--- src/rtl/core/acse_pkg.sv ---
// ----------------------------------------------------------------------------
// Adler checksum XOR encoder package
// Shared constants, register indexes, queue entry type and the modular add.
// ----------------------------------------------------------------------------
package acse_pkg;

   // Checksum arithmetic.
   localparam logic [15:0] ADLER_MOD = 16'hFFF1;

   // Key storage.
   localparam int MAX_KEY_BYTES = 16;
   localparam int KEY_POS_W     = $clog2(MAX_KEY_BYTES);
   localparam int KEY_LEN_W     = 5;
   localparam int KEY_WORD_W    = 64;

   localparam logic [KEY_WORD_W-1:0] KEY_LOW_RESET  = 64'h7267_5A59_7261_5453;
   localparam logic [KEY_WORD_W-1:0] KEY_HIGH_RESET = 64'h0000_0031_314C_4433;
   localparam logic [KEY_LEN_W-1:0]  KEY_LEN_RESET  = 5'd13;

   // Configuration register indexes.
   localparam int CSR_INDEX_W = 2;
   localparam logic [CSR_INDEX_W-1:0] CSR_KEY_LOW    = 2'd0;
   localparam logic [CSR_INDEX_W-1:0] CSR_KEY_HIGH   = 2'd1;
   localparam logic [CSR_INDEX_W-1:0] CSR_KEY_LENGTH = 2'd2;

   // Request commands.
   localparam logic CMD_DATA = 1'b0;
   localparam logic CMD_END  = 1'b1;

   // Trailer and queue geometry.
   localparam int TRAILER_BYTES = 4;
   localparam int TRAILER_IDX_W = $clog2(TRAILER_BYTES);
   localparam int QUEUE_DEPTH   = 4;
   localparam int QUEUE_PTR_W   = $clog2(QUEUE_DEPTH);
   localparam int QUEUE_CNT_W   = QUEUE_PTR_W + 1;

   // One classified request on its way from the front to the back.
   // For a data byte, word[7:0] holds the encrypted byte.
   typedef struct packed {
      logic        is_end;
      logic [31:0] word;
   } queue_entry_type;

   // Sum of two residues, reduced once modulo ADLER_MOD.
   function automatic logic [15:0] add_mod(input logic [15:0] a, input logic [15:0] b);
      logic [16:0] sum;
      logic [16:0] diff;
      sum  = {1'b0, a} + {1'b0, b};
      diff = sum - {1'b0, ADLER_MOD};
      return (sum >= {1'b0, ADLER_MOD}) ? diff[15:0] : sum[15:0];
   endfunction

endpackage

--- src/rtl/core/adler_checksum_xor_save_encoder.sv ---
// ----------------------------------------------------------------------------
// Adler checksum XOR encoder
// Encrypts a byte stream with a repeating key and appends an Adler-style
// checksum trailer on each end request.
// ----------------------------------------------------------------------------
// A data request (cmd 0) returns one response: the byte XORed with the next
// key byte, while both checksum sums (starting at zero, modulo 65521) advance
// over the plain byte. An end request (cmd 1) returns four trailer responses,
// least significant checksum byte first, with last on the fourth, then clears
// the sums and the key position. Data requests are taken one per cycle while
// the queue has room; an end request holds the response port for its four
// trailer bytes, and a four-entry queue between the front end and the response
// register absorbs that and any response stall. Responses pass the queue, then
// the response register. The key registers may be written only while idle.
// ----------------------------------------------------------------------------
module adler_checksum_xor_save_encoder (
   input  logic                                clock,
   input  logic                                reset,
   input  logic                                csr_write_en,
   input  logic [acse_pkg::CSR_INDEX_W-1:0]    csr_index,
   input  logic [acse_pkg::KEY_WORD_W-1:0]     csr_wdata,
   input  logic                                req_valid,
   output logic                                req_stall,
   input  logic                                req_cmd,
   input  logic [7:0]                          req_data_byte,
   output logic                                rsp_valid,
   input  logic                                rsp_stall,
   output logic [7:0]                          rsp_out_byte,
   output logic                                rsp_is_trailer,
   output logic                                rsp_last
);

   acse_pkg::queue_entry_type push_entry;
   acse_pkg::queue_entry_type head_entry;
   logic                      queue_push;
   logic                      queue_pop;
   logic                      queue_full;
   logic                      queue_empty;

   // Key registers, checksum state and request classification.
   acse_front u_front (
      .clock         (clock),
      .reset         (reset),
      .csr_write_en  (csr_write_en),
      .csr_index     (csr_index),
      .csr_wdata     (csr_wdata),
      .req_valid     (req_valid),
      .req_stall     (req_stall),
      .req_cmd       (req_cmd),
      .req_data_byte (req_data_byte),
      .queue_full    (queue_full),
      .queue_push    (queue_push),
      .queue_entry   (push_entry)
   );

   // Decoupling queue.
   acse_queue u_queue (
      .clock      (clock),
      .reset      (reset),
      .push       (queue_push),
      .push_entry (push_entry),
      .pop        (queue_pop),
      .head_entry (head_entry),
      .full       (queue_full),
      .empty      (queue_empty)
   );

   // Response serializer and output register.
   acse_back u_back (
      .clock          (clock),
      .reset          (reset),
      .head_entry     (head_entry),
      .queue_empty    (queue_empty),
      .queue_pop      (queue_pop),
      .rsp_valid      (rsp_valid),
      .rsp_stall      (rsp_stall),
      .rsp_out_byte   (rsp_out_byte),
      .rsp_is_trailer (rsp_is_trailer),
      .rsp_last       (rsp_last)
   );

endmodule

--- src/rtl/core/acse_front.sv ---
// ----------------------------------------------------------------------------
// Adler checksum XOR encoder front end
// Holds the key registers and checksum state, classifies each request and
// pushes either an encrypted byte or a finished checksum into the queue.
// ----------------------------------------------------------------------------
module acse_front (
   input  logic                                    clock,
   input  logic                                    reset,
   input  logic                                    csr_write_en,
   input  logic [acse_pkg::CSR_INDEX_W-1:0]        csr_index,
   input  logic [acse_pkg::KEY_WORD_W-1:0]         csr_wdata,
   input  logic                                    req_valid,
   output logic                                    req_stall,
   input  logic                                    req_cmd,
   input  logic [7:0]                              req_data_byte,
   input  logic                                    queue_full,
   output logic                                    queue_push,
   output acse_pkg::queue_entry_type               queue_entry
);

   logic [acse_pkg::KEY_WORD_W-1:0] key_low_ff, key_low_in;
   logic [acse_pkg::KEY_WORD_W-1:0] key_high_ff, key_high_in;
   logic [acse_pkg::KEY_LEN_W-1:0]  key_len_ff, key_len_in;
   logic [15:0]                     byte_sum_ff, byte_sum_in;
   logic [15:0]                     run_sum_ff, run_sum_in;
   logic [acse_pkg::KEY_POS_W-1:0]  key_pos_ff, key_pos_in;

   logic [acse_pkg::KEY_LEN_W-1:0]  eff_len;
   logic [acse_pkg::KEY_LEN_W-1:0]  pos_next;
   logic [2*acse_pkg::KEY_WORD_W-1:0] key_all;
   logic [7:0]                      key_byte;
   logic [15:0]                     byte_sum_add;
   logic [15:0]                     run_sum_add;

   // The front only waits when the queue has no room.
   assign req_stall  = queue_full;
   assign queue_push = req_valid && !queue_full;

   // Key length clamped to one through MAX_KEY_BYTES.
   always_comb begin
      eff_len = key_len_ff;
      if (key_len_ff == '0) begin
         eff_len = acse_pkg::KEY_LEN_W'(1);
      end else if (key_len_ff > acse_pkg::KEY_LEN_W'(acse_pkg::MAX_KEY_BYTES)) begin
         eff_len = acse_pkg::KEY_LEN_W'(acse_pkg::MAX_KEY_BYTES);
      end
   end

   // Key byte at the current position and the next position, wrapping at the length.
   assign key_all  = {key_high_ff, key_low_ff};
   assign key_byte = key_all[{key_pos_ff, 3'b000} +: 8];
   assign pos_next = {1'b0, key_pos_ff} + acse_pkg::KEY_LEN_W'(1);

   // Both sums advance over the plain byte.
   assign byte_sum_add = acse_pkg::add_mod(byte_sum_ff, {8'h00, req_data_byte});
   assign run_sum_add  = acse_pkg::add_mod(run_sum_ff, byte_sum_add);

   // Build the queue entry for this request.
   always_comb begin
      queue_entry.is_end = (req_cmd == acse_pkg::CMD_END);
      if (req_cmd == acse_pkg::CMD_END) begin
         queue_entry.word = {run_sum_ff, byte_sum_ff};
      end else begin
         queue_entry.word = {24'h000000, req_data_byte ^ key_byte};
      end
   end

   // Next state of the checksum and key position.
   always_comb begin
      byte_sum_in = byte_sum_ff;
      run_sum_in  = run_sum_ff;
      key_pos_in  = key_pos_ff;
      if (queue_push) begin
         if (req_cmd == acse_pkg::CMD_END) begin
            byte_sum_in = '0;
            run_sum_in  = '0;
            key_pos_in  = '0;
         end else begin
            byte_sum_in = byte_sum_add;
            run_sum_in  = run_sum_add;
            key_pos_in  = (pos_next >= eff_len) ? '0 : pos_next[acse_pkg::KEY_POS_W-1:0];
         end
      end
   end

   // Configuration register writes.
   always_comb begin
      key_low_in  = key_low_ff;
      key_high_in = key_high_ff;
      key_len_in  = key_len_ff;
      if (csr_write_en) begin
         unique case (csr_index)
            acse_pkg::CSR_KEY_LOW:    key_low_in  = csr_wdata;
            acse_pkg::CSR_KEY_HIGH:   key_high_in = csr_wdata;
            acse_pkg::CSR_KEY_LENGTH: key_len_in  = csr_wdata[acse_pkg::KEY_LEN_W-1:0];
            default: ;
         endcase
      end
   end

   always_ff @(posedge clock) begin
      if (reset) begin
         key_low_ff  <= acse_pkg::KEY_LOW_RESET;
         key_high_ff <= acse_pkg::KEY_HIGH_RESET;
         key_len_ff  <= acse_pkg::KEY_LEN_RESET;
         byte_sum_ff <= '0;
         run_sum_ff  <= '0;
         key_pos_ff  <= '0;
      end else begin
         key_low_ff  <= key_low_in;
         key_high_ff <= key_high_in;
         key_len_ff  <= key_len_in;
         byte_sum_ff <= byte_sum_in;
         run_sum_ff  <= run_sum_in;
         key_pos_ff  <= key_pos_in;
      end
   end

endmodule

--- src/rtl/core/acse_queue.sv ---
// ----------------------------------------------------------------------------
// Adler checksum XOR encoder queue
// Small first-in first-out buffer of classified requests between the front
// and the back, so that each side can stall on its own.
// ----------------------------------------------------------------------------
module acse_queue (
   input  logic                       clock,
   input  logic                       reset,
   input  logic                       push,
   input  acse_pkg::queue_entry_type  push_entry,
   input  logic                       pop,
   output acse_pkg::queue_entry_type  head_entry,
   output logic                       full,
   output logic                       empty
);

   acse_pkg::queue_entry_type         entries_ff [acse_pkg::QUEUE_DEPTH];
   logic [acse_pkg::QUEUE_PTR_W-1:0]  wr_ptr_ff, wr_ptr_in;
   logic [acse_pkg::QUEUE_PTR_W-1:0]  rd_ptr_ff, rd_ptr_in;
   logic [acse_pkg::QUEUE_CNT_W-1:0]  count_ff, count_in;

   assign full       = (count_ff == acse_pkg::QUEUE_CNT_W'(acse_pkg::QUEUE_DEPTH));
   assign empty      = (count_ff == '0);
   assign head_entry = entries_ff[rd_ptr_ff];

   // Pointers wrap naturally since the depth is a power of two.
   always_comb begin
      wr_ptr_in = push ? wr_ptr_ff + acse_pkg::QUEUE_PTR_W'(1) : wr_ptr_ff;
      rd_ptr_in = pop  ? rd_ptr_ff + acse_pkg::QUEUE_PTR_W'(1) : rd_ptr_ff;
      count_in  = count_ff;
      if (push && !pop) begin
         count_in = count_ff + acse_pkg::QUEUE_CNT_W'(1);
      end else if (pop && !push) begin
         count_in = count_ff - acse_pkg::QUEUE_CNT_W'(1);
      end
   end

   // Entry storage.
   always_ff @(posedge clock) begin
      if (push) begin
         entries_ff[wr_ptr_ff] <= push_entry;
      end
   end

   always_ff @(posedge clock) begin
      if (reset) begin
         wr_ptr_ff <= '0;
         rd_ptr_ff <= '0;
         count_ff  <= '0;
      end else begin
         wr_ptr_ff <= wr_ptr_in;
         rd_ptr_ff <= rd_ptr_in;
         count_ff  <= count_in;
      end
   end

`ifndef SYNTHESIS
   a_count_bound: assert property (@(posedge clock) disable iff (reset)
      count_ff <= acse_pkg::QUEUE_CNT_W'(acse_pkg::QUEUE_DEPTH))
      else $error("queue count above depth");

   a_no_pop_empty: assert property (@(posedge clock) disable iff (reset)
      pop |-> !empty)
      else $error("queue popped while empty");

   a_no_push_full: assert property (@(posedge clock) disable iff (reset)
      push |-> !full)
      else $error("queue pushed while full");
`endif

endmodule

--- src/rtl/core/acse_back.sv ---
// ----------------------------------------------------------------------------
// Adler checksum XOR encoder back end
// Takes classified requests from the queue and drives the response register:
// one byte for a data request, four trailer bytes for an end request.
// ----------------------------------------------------------------------------
module acse_back (
   input  logic                       clock,
   input  logic                       reset,
   input  acse_pkg::queue_entry_type  head_entry,
   input  logic                       queue_empty,
   output logic                       queue_pop,
   output logic                       rsp_valid,
   input  logic                       rsp_stall,
   output logic [7:0]                 rsp_out_byte,
   output logic                       rsp_is_trailer,
   output logic                       rsp_last
);

   logic                                rsp_valid_ff, rsp_valid_in;
   logic [7:0]                          out_byte_ff, out_byte_in;
   logic                                is_trailer_ff, is_trailer_in;
   logic                                last_ff, last_in;
   logic [acse_pkg::TRAILER_IDX_W-1:0]  trail_idx_ff, trail_idx_in;

   logic                                load;
   logic                                trail_done;

   assign rsp_valid      = rsp_valid_ff;
   assign rsp_out_byte   = out_byte_ff;
   assign rsp_is_trailer = is_trailer_ff;
   assign rsp_last       = last_ff;

   // The response register refills whenever it is empty or being taken.
   assign load       = !rsp_valid_ff || !rsp_stall;
   assign trail_done = (trail_idx_ff == acse_pkg::TRAILER_IDX_W'(acse_pkg::TRAILER_BYTES - 1));

   always_comb begin
      rsp_valid_in  = rsp_valid_ff;
      out_byte_in   = out_byte_ff;
      is_trailer_in = is_trailer_ff;
      last_in       = last_ff;
      trail_idx_in  = trail_idx_ff;
      queue_pop     = 1'b0;
      if (load) begin
         rsp_valid_in = !queue_empty;
         if (!queue_empty) begin
            if (head_entry.is_end) begin
               // Checksum trailer, least significant byte first.
               out_byte_in   = head_entry.word[{trail_idx_ff, 3'b000} +: 8];
               is_trailer_in = 1'b1;
               last_in       = trail_done;
               trail_idx_in  = trail_idx_ff + acse_pkg::TRAILER_IDX_W'(1);
               queue_pop     = trail_done;
            end else begin
               out_byte_in   = head_entry.word[7:0];
               is_trailer_in = 1'b0;
               last_in       = 1'b1;
               queue_pop     = 1'b1;
            end
         end
      end
   end

   always_ff @(posedge clock) begin
      if (reset) begin
         rsp_valid_ff <= 1'b0;
         trail_idx_ff <= '0;
      end else begin
         rsp_valid_ff <= rsp_valid_in;
         trail_idx_ff <= trail_idx_in;
      end
   end

   always_ff @(posedge clock) begin
      out_byte_ff   <= out_byte_in;
      is_trailer_ff <= is_trailer_in;
      last_ff       <= last_in;
   end

`ifndef SYNTHESIS
   a_trail_mid: assert property (@(posedge clock) disable iff (reset)
      trail_idx_ff != '0 |-> rsp_valid_ff && is_trailer_ff && !last_ff)
      else $error("trailer index set outside a trailer");

   a_data_last: assert property (@(posedge clock) disable iff (reset)
      rsp_valid_ff && !is_trailer_ff |-> last_ff)
      else $error("data response without last");

   a_last_resets_idx: assert property (@(posedge clock) disable iff (reset)
      rsp_valid_ff && last_ff |-> trail_idx_ff == '0)
      else $error("trailer index not cleared after last byte");
`endif

endmodule

--- config.mk ---
export PLATFORM = sky130hd
export DESIGN_NAME = adler_checksum_xor_save_encoder
export DESIGN_NICKNAME = d
export VERILOG_FILES = /design/src/rtl/core/acse_pkg.sv /design/src/rtl/core/adler_checksum_xor_save_encoder.sv /design/src/rtl/core/acse_front.sv /design/src/rtl/core/acse_queue.sv /design/src/rtl/core/acse_back.sv
export SDC_FILE = /design/constraint.sdc
export NUM_CORES = 1
export LEC_CHECK = 0
export BUFFER_PORTS_ARGS = -buffer_cell sky130_fd_sc_hd__buf_2
export CORE_ASPECT_RATIO = 1.25
export CORE_MARGIN = 3
export CORE_UTILIZATION = 40
export CTS_CLUSTER_DIAMETER = 200
export DETAILED_ROUTE_END_ITERATION = 10
export PLACE_DENSITY_LB_ADDON = 0.2
export SYNTH_ARGS = -nofsm -noshare
export SYNTH_HDL_FRONTEND = slang
export SYNTH_SLANG_ARGS = --single-unit
--- constraint.sdc ---
create_clock -name clock -period 13.7 [get_ports clock]
set_clock_uncertainty 0.15 [all_clocks]
set_input_delay 0.685 -clock clock [delete_from_list [all_inputs] [get_ports clock]]
set_output_delay 0.685 -clock clock [all_outputs]
set_load 0.1 [all_outputs]
; Word-level counts from Yosys, hierarchy flattened
; Memory sizes are Yosys's and may differ from the RTL's. A register that Yosys moved wholly into a read port is not among the register bits.
; Cells that the tools add are included.
[word_totals]
ff_bits = 189
mem_bits_rw = 132
input_bits = 80
output_inout_bits = 12
elab_cells = 76
n_memories = 1
[classes]
add_sub_neg = 10
order_cmp = 4
n_eq_ne = 4
n_shift = 2
n_mux = 20
bitwise_logic = 2
n_reduce_logical = 19
[memory_table]
columns = memory, words, width, read_ports, rd_ports_with_merged_regs, wr, line
row1 = u_queue.entries_ff, 4, 33, 1, 1, 1, acse_queue.sv:17  ; acse_pkg::queue_entry_type entries_ff [acse_pkg::QUEUE_DEPTH];
[op_table]
columns = cell, n
row1 = $shiftx 128x8->8, 1
row2 = $mux 16, 4
row3 = $ge 17x16->1 const B, 2
row4 = $mux 32, 1
row5 = $shiftx 32x6->8, 1
row6 = $sub 16x16->16 const B, 2
row7 = $add 16x16->17, 1
row8 = $add 16x8->17, 1
row9 = $mux 5, 2
row10 = $mux 4, 2
row11 = $mux 8, 1
row12 = $reduce_and 2->1, 4
row13 = $xor 8x8->8, 1
row14 = $add 2x1->2 const B, 3
row15 = $logic_not 1->1, 6
row16 = $mux 1, 6
row17 = $mux 3, 2
row18 = $add 4x1->5 const B, 1
row19 = $ge 5x5->1, 1
row20 = $gt 5x5->1 const B, 1
row21 = $logic_not 5->1, 1
row22 = $eq 2x2->1 const B, 2
row23 = $mux 2, 2
row24 = $add 3x1->3 const B, 1
row25 = other kinds (10), 12

; Logic depth before layout (Yosys ltp)
[depth]
word_depth = 7
mapped_depth = 23
mapped_depth_nobuf = 22

; Cells and area by module
; A second synthesis with hierarchy kept.
[unflattened]
hier_cells = 1504
hier_area_um2 = 16060.4
[modules_own_cells]
columns = module, instances, cells_each, area_per_inst_um2, seq_area_each_um2
row1 = acse_front, 1, 1213, 10038.4, 3383.2
row2 = acse_queue, 1, 217, 5237.5, 4144.0
row3 = acse_back, 1, 74, 784.5, 360.3

; Worst setup path after synthesis
; No wires, ideal clock.
[synth_path]
path_kind = input to register
start = input req_data_byte[0]
end = register u_front.run_sum_ff[6]
setup_time_ns = 0.126
arrival_time_ns = 6.208
required_ns = 13.424
slack_ns = 7.215
cell_stages = 23
path_buffers = 1
cell_sequence = ha_1 > fa_1 > a211oi_1 > o21bai_1 > a21oi_1 > xor2_1 > or4_4 > or4_4 > and2_1 > xnor2_1 > ha_1 > inv_1 > fa_1 > nand3b_1 > a211oi_1 > nor4_1 > a211oi_1 > nor4b_2 > a41oi_1 > buf_2 > nor3_1 > xor2_1 > o21ai_1
[synth_via]
elab_chain_len = 7
word_cells_on_any_way = 9
cone_classes = add/sub (4) / order compare (2) / mux (3)
[synth_rtl]
columns = element, line
row1 = from (decl), adler_checksum_xor_save_encoder.sv:25  ; input logic [7:0] req_data_byte,
row2 = $add 16x8->17 *, acse_pkg.sv:48  ; sum = {1'b0, a} + {1'b0, b};
row3 = $sub 16x16->16 or $ge 17x16->1 (tied branches), "acse_pkg.sv:49, acse_pkg.sv:50"
row4 = $mux 16 *, acse_pkg.sv:50  ; return (sum >= {1'b0, ADLER_MOD}) ? diff[15:0] : sum[15:0];
row5 = $add 16x16->17 *, acse_pkg.sv:48
row6 = $sub 16x16->16 or $ge 17x16->1 (tied branches), "acse_pkg.sv:49, acse_pkg.sv:50"
row7 = $mux 16 *, acse_pkg.sv:50
row8 = $mux 16 *, acse_front.sv:74  ; if (req_cmd == acse_pkg::CMD_END) begin
row9 = to (signal assigned), acse_front.sv:114  ; run_sum_ff <= run_sum_in;
row10 = to (decl), acse_front.sv:25  ; logic [15:0] run_sum_ff, run_sum_in;
; Mark *: on every way between the ends. The rest lies on a longest branch, timed or not.
; A chain may end at the register's enable or synchronous reset.

; Worst setup path in the final report
[layout_path]
start = register u_front.byte_sum_ff[0]
end = register u_front.run_sum_ff[7]
[layout_via]
elab_chain_len = 7
word_cells_on_any_way = 9
cone_classes = add/sub (4) / order compare (2) / mux (3)
[layout_rtl]
columns = element, line
row1 = from (decl), acse_front.sv:24  ; logic [15:0] byte_sum_ff, byte_sum_in;
row2 = from (signal assigned), acse_front.sv:113  ; byte_sum_ff <= byte_sum_in;
row3 = $add 16x8->17 *, acse_pkg.sv:48
row4 = $sub 16x16->16 or $ge 17x16->1 (tied branches), "acse_pkg.sv:49, acse_pkg.sv:50"
row5 = $mux 16 *, acse_pkg.sv:50
row6 = $add 16x16->17 *, acse_pkg.sv:48
row7 = $sub 16x16->16 or $ge 17x16->1 (tied branches), "acse_pkg.sv:49, acse_pkg.sv:50"
row8 = $mux 16 *, acse_pkg.sv:50
row9 = $mux 16 *, acse_front.sv:74
; Marks and branches as above.

==> results.md <==
* Largest net degree at the start of global routing at 81
* PD cells at 156 nW/um^2
* Fin. Hold Viols at 0
* Sequential power share at 0.425
* Area of the core at 38200 sq um
* R2R depth at 22
* Die extent in y at 226 um
* CP Capture Type: register
* Final wirelength at 39000 um
* Post-CTS sizing at 0
* GRT overflow at 0
* Initial antenna violation count at 9
* Slowest stage delay, CP at 0.61 ns
* Global-route wire length before repair at 61600 um
* Synth-to-layout area growth at 12.8%
* Clk root buf: clkbuf_16
* Crit-path cells: ha_1, fa_1, a211oi_1, o21bai_1, a21oi_1, xor2_1, or4_4, or4_4, and2_1, xnor2_1, ha_1, inv_1, fa_1, nand3b_1, a2111oi_1, nor2_1, xnor2_1, and4_1, a41oi_1, nor4_1, xor2_1, o21ai_0
* Vias at 11076
* Slew HR at 0.164
* Critical Path Source Type: register
* Commonest register cell after synthesis: dfxtp_1
* Clock power share at 0.332
* CP arrival at 7.44 ns
* Delay-heaviest family, CP: simple AND/OR/NAND/NOR gates
* Crit path buf inv count at 1
* Post-route ant nets at 0
* Min-delay worst type: input port to register
* Site Rows at 80
* Synth area leader: edfxtp_1
* Hold path depth at 3
* Via density at 5.46
* Total Power at 2.73 mW
* RSZ-0062 raised after global routing: false
* Syn Area/Cell at 10.7 sq um
* Pleak at 6.44 nW
* Internal Pwr Total at 1.86 mW
* Iter 0 DRT Violations at 667
* Clock Latency Late Sink at 0.54 ns
* GR Util All Layers at 0.189
* WP depth at 22
* Top cell type's share of synthesized area at 0.275
* Routability cong. at 0.866
* Final Setup Violations at 0
* Status: complete, no violations
* Peak VDD IR at 111 uV
* Highest clock rate at 139 MHz
* Critical path's slowest cell: a2111oi_1
* Crit path max fanout at 12
* Chip Width at 182 um
* CTS Hold Bufs at 0
* H-tree depth at 2
* Sw Share at 0.319
* Syn Nets at 1577
* Slew @ Worst Pin at 1.22 ns
* Max_cap viols at 0
* Gate power share at 0.243
* Seq/Total Area, Yosys at 0.508
* Synth unique cells at 69
* Vias in the first global route at 11097
* Post-synthesis cell count at 1452
* CTS tree: yes
* Nets at 1633
* Area contributors post-synth: edfxtp_1 27%, dfxtp_1 23%, mux4_2 10%
* Average wire per standard cell at 19.2 um
* TritonRoute pass-1 iters at 5
* HPWL after detailed placement at 26200 um
* IO buf count at 91
* I/O pins at 92
* Number of flops mapped to enable cells by yosys at 142
* Fillers at 3629
* Worst Setup Path Type: register to register
* CP required at 13.93 ns
* Fin crit share at 0.526
* Sink Count at 323
* Final min period at 7.21 ns
* Switch Pwr at 0.870 mW
* Synth Cell Area at 15500 sq um
* Setup_tns at 0 ns
* Slew Limit Fails at 0
* Post-CTS Setup Bufs at 0
* Starting Density at 0.406
* Synth Register Bits at 323
* CTS clk-pin slew, worst paths at 0.06 ns
* Die ar. at 41200 sq um
* Share of layout cells above drive strength 1 at 0.173
* DRC at 0
* CTS Buf Count at 35
* Post-synth ARST share at 0
* Bufs on Longest Clock Path at 3
* Synth Warn # at 0
==> cell usage after synthesis, types with 4 or more instances <==
cell type	instances
a22o_1	9
nand3_1	14
ha_1	42
a221o_1	4
and3_1	7
a2111oi_0	7
clkbuf_1	70
or2_2	5
inv_1	23
nand2_1	316
a211oi_1	7
o21ai_1	8
o21ai_0	30
mux2i_1	9
nor3b_1	4
xor2_1	23
a21oi_1	124
o21a_1	4
nor3_1	14
nand3b_1	51
nor2_1	58
mux4_2	72
a21o_1	13
a211o_1	10
nor2b_1	13
dfxtp_1	181
mux2_2	16
buf_1	17
and2_1	34
xnor2_1	28
or3_1	11
a31oi_1	11
nand2b_1	10
nand4_1	4
a22oi_1	9
edfxtp_1	142
==> per-stage QoR <==
stage / area, sq um / hold slack, ns / util / setup slack [ns] / instances
after floorplan: 15500 / 0.282 / - / 7.22 / 1452
after CTS: 17500 / 0.204 / 0.458 / 6.52 / 2026
final: 17500 / 0.225 / 0.458 / 6.49 / 2029
after global placement: 16400 / 0.288 / 0.429 / 6.16 / 1963
after detailed placement: 16400 / 0.294 / 0.429 / 6.02 / 1963
after global routing: 17500 / 0.229 / 0.458 / 5.76 / 2026
==> final timing paths <==
path	start	end	slack, ns
worst max register to register	u_front.byte_sum_ff[0]$_SDFFE_PP0P_	u_front.run_sum_ff[7]$_SDFFE_PP0P_	6.49
worst min register to register	u_front.key_high_ff[31]$_SDFFE_PP0P_	u_front.key_high_ff[31]$_SDFFE_PP0P_	0.30
worst max-delay path	u_front.byte_sum_ff[0]$_SDFFE_PP0P_	u_front.run_sum_ff[7]$_SDFFE_PP0P_	6.49
worst min-delay path	csr_wdata[37]	u_front.key_high_ff[37]$_SDFFE_PP1P_	0.23
==> cell type report <==
cell class	count	area, sq um	area share
Inverter	24	90.1	0.00515
Tap cell	492	616	0.0352
Clock buffer	51	966	0.0552
Sequential cell	323	7890	0.451
Clock inverter	12	129	0.00736
Multi-Input combinational cell	1016	7220	0.412
Antenna cell	3	7.51	0.000429
Timing Repair Buffer	108	586	0.0335
==> layer usage <==
metal | routed length (um) | up-vias | GRT usage | share of wire
li1 | - | 5361 | - | -
met1 | 16100 | 5420 | 0.227 | 0.41
met2 | 19700 | 216 | 0.336 | 0.50
met3 | 1840 | 71 | 0.0385 | 0.047
met4 | 1340 | 8 | 0.0686 | 0.034
met5 | 48 | - | 0 | 0.0012
==> registers in the layout, summed over array words and instances, names as in the netlist, named ones only <==
| register | count |
|---|---|
| u_queue.wr_ptr_ff | 2 |
| u_queue.count_ff | 3 |
| u_queue.entries_ff | 132 |
| u_front.key_low_ff | 64 |
| u_back.rsp_out_byte | 8 |
| u_front.key_pos_ff | 4 |
| u_front.run_sum_ff | 16 |
| u_front.key_len_ff | 5 |
| u_back.rsp_last | 1 |
| u_queue.rd_ptr_ff | 2 |
| u_back.rsp_valid | 1 |
| u_back.trail_idx_ff | 2 |
| u_front.byte_sum_ff | 16 |
| u_back.rsp_is_trailer | 1 |
| u_front.key_high_ff | 64 |
==> cells by family after synthesis <==
group           after synthesis  share of synthesized area
fa+ha+maj                    45                     0.0377
flops                       323                      0.508
compound gates              266                      0.107
xor+xnor                     51                     0.0288
simple gates                557                      0.169
mux                          97                      0.122
buf+inv                     113                     0.0275
==> tightest hold or removal path: stages <==
cell and delay [ns]:
buf_2 0.09, nand2_1 0.04, nand3b_1 0.06
==> cell usage in the layout, fill, tap and decap left out, types with 4 or more instances in the layout <==
master     count
xnor2_1       28
nand2_1      316
clkbuf_16     35
or3_1         11
a31oi_1       11
xor2_1        23
nand3b_1      51
o21ai_0       30
mux4_2        72
buf_4         18
a2111oi_0      7
and2_1        34
a22oi_1        9
inv_1         23
mux2_2        16
nor3_1        13
o21ai_1        8
and3_1         7
a211oi_1       7
buf_2         90
a221o_1        4
nand4_1        4
nand2b_1      10
a22o_1         9
mux2i_1        9
nor2_1        58
nor2b_1       13
edfxtp_1     142
a211o_1       10
clkinv_2       7
a21oi_1      124
dfxtp_1      179
o21a_1         4
or2_2          5
a21o_1        13
ha_1          42
nand3_1       14
clkbuf_1      13
==> power by group through the flow <==
stage / Clock, mW / Combinational [mW] / Sequential, mW
finish: 0.904 / 0.663 / 1.16
global placement: 0 / 0.667 / 1.18
global route: 0.967 / 0.725 / 1.17
CTS: 0.930 / 0.673 / 1.16
floorplan: 0 / 0.389 / 1.29
detailed placement: 0 / 0.671 / 1.18
(Power assumes the default switching activity.)
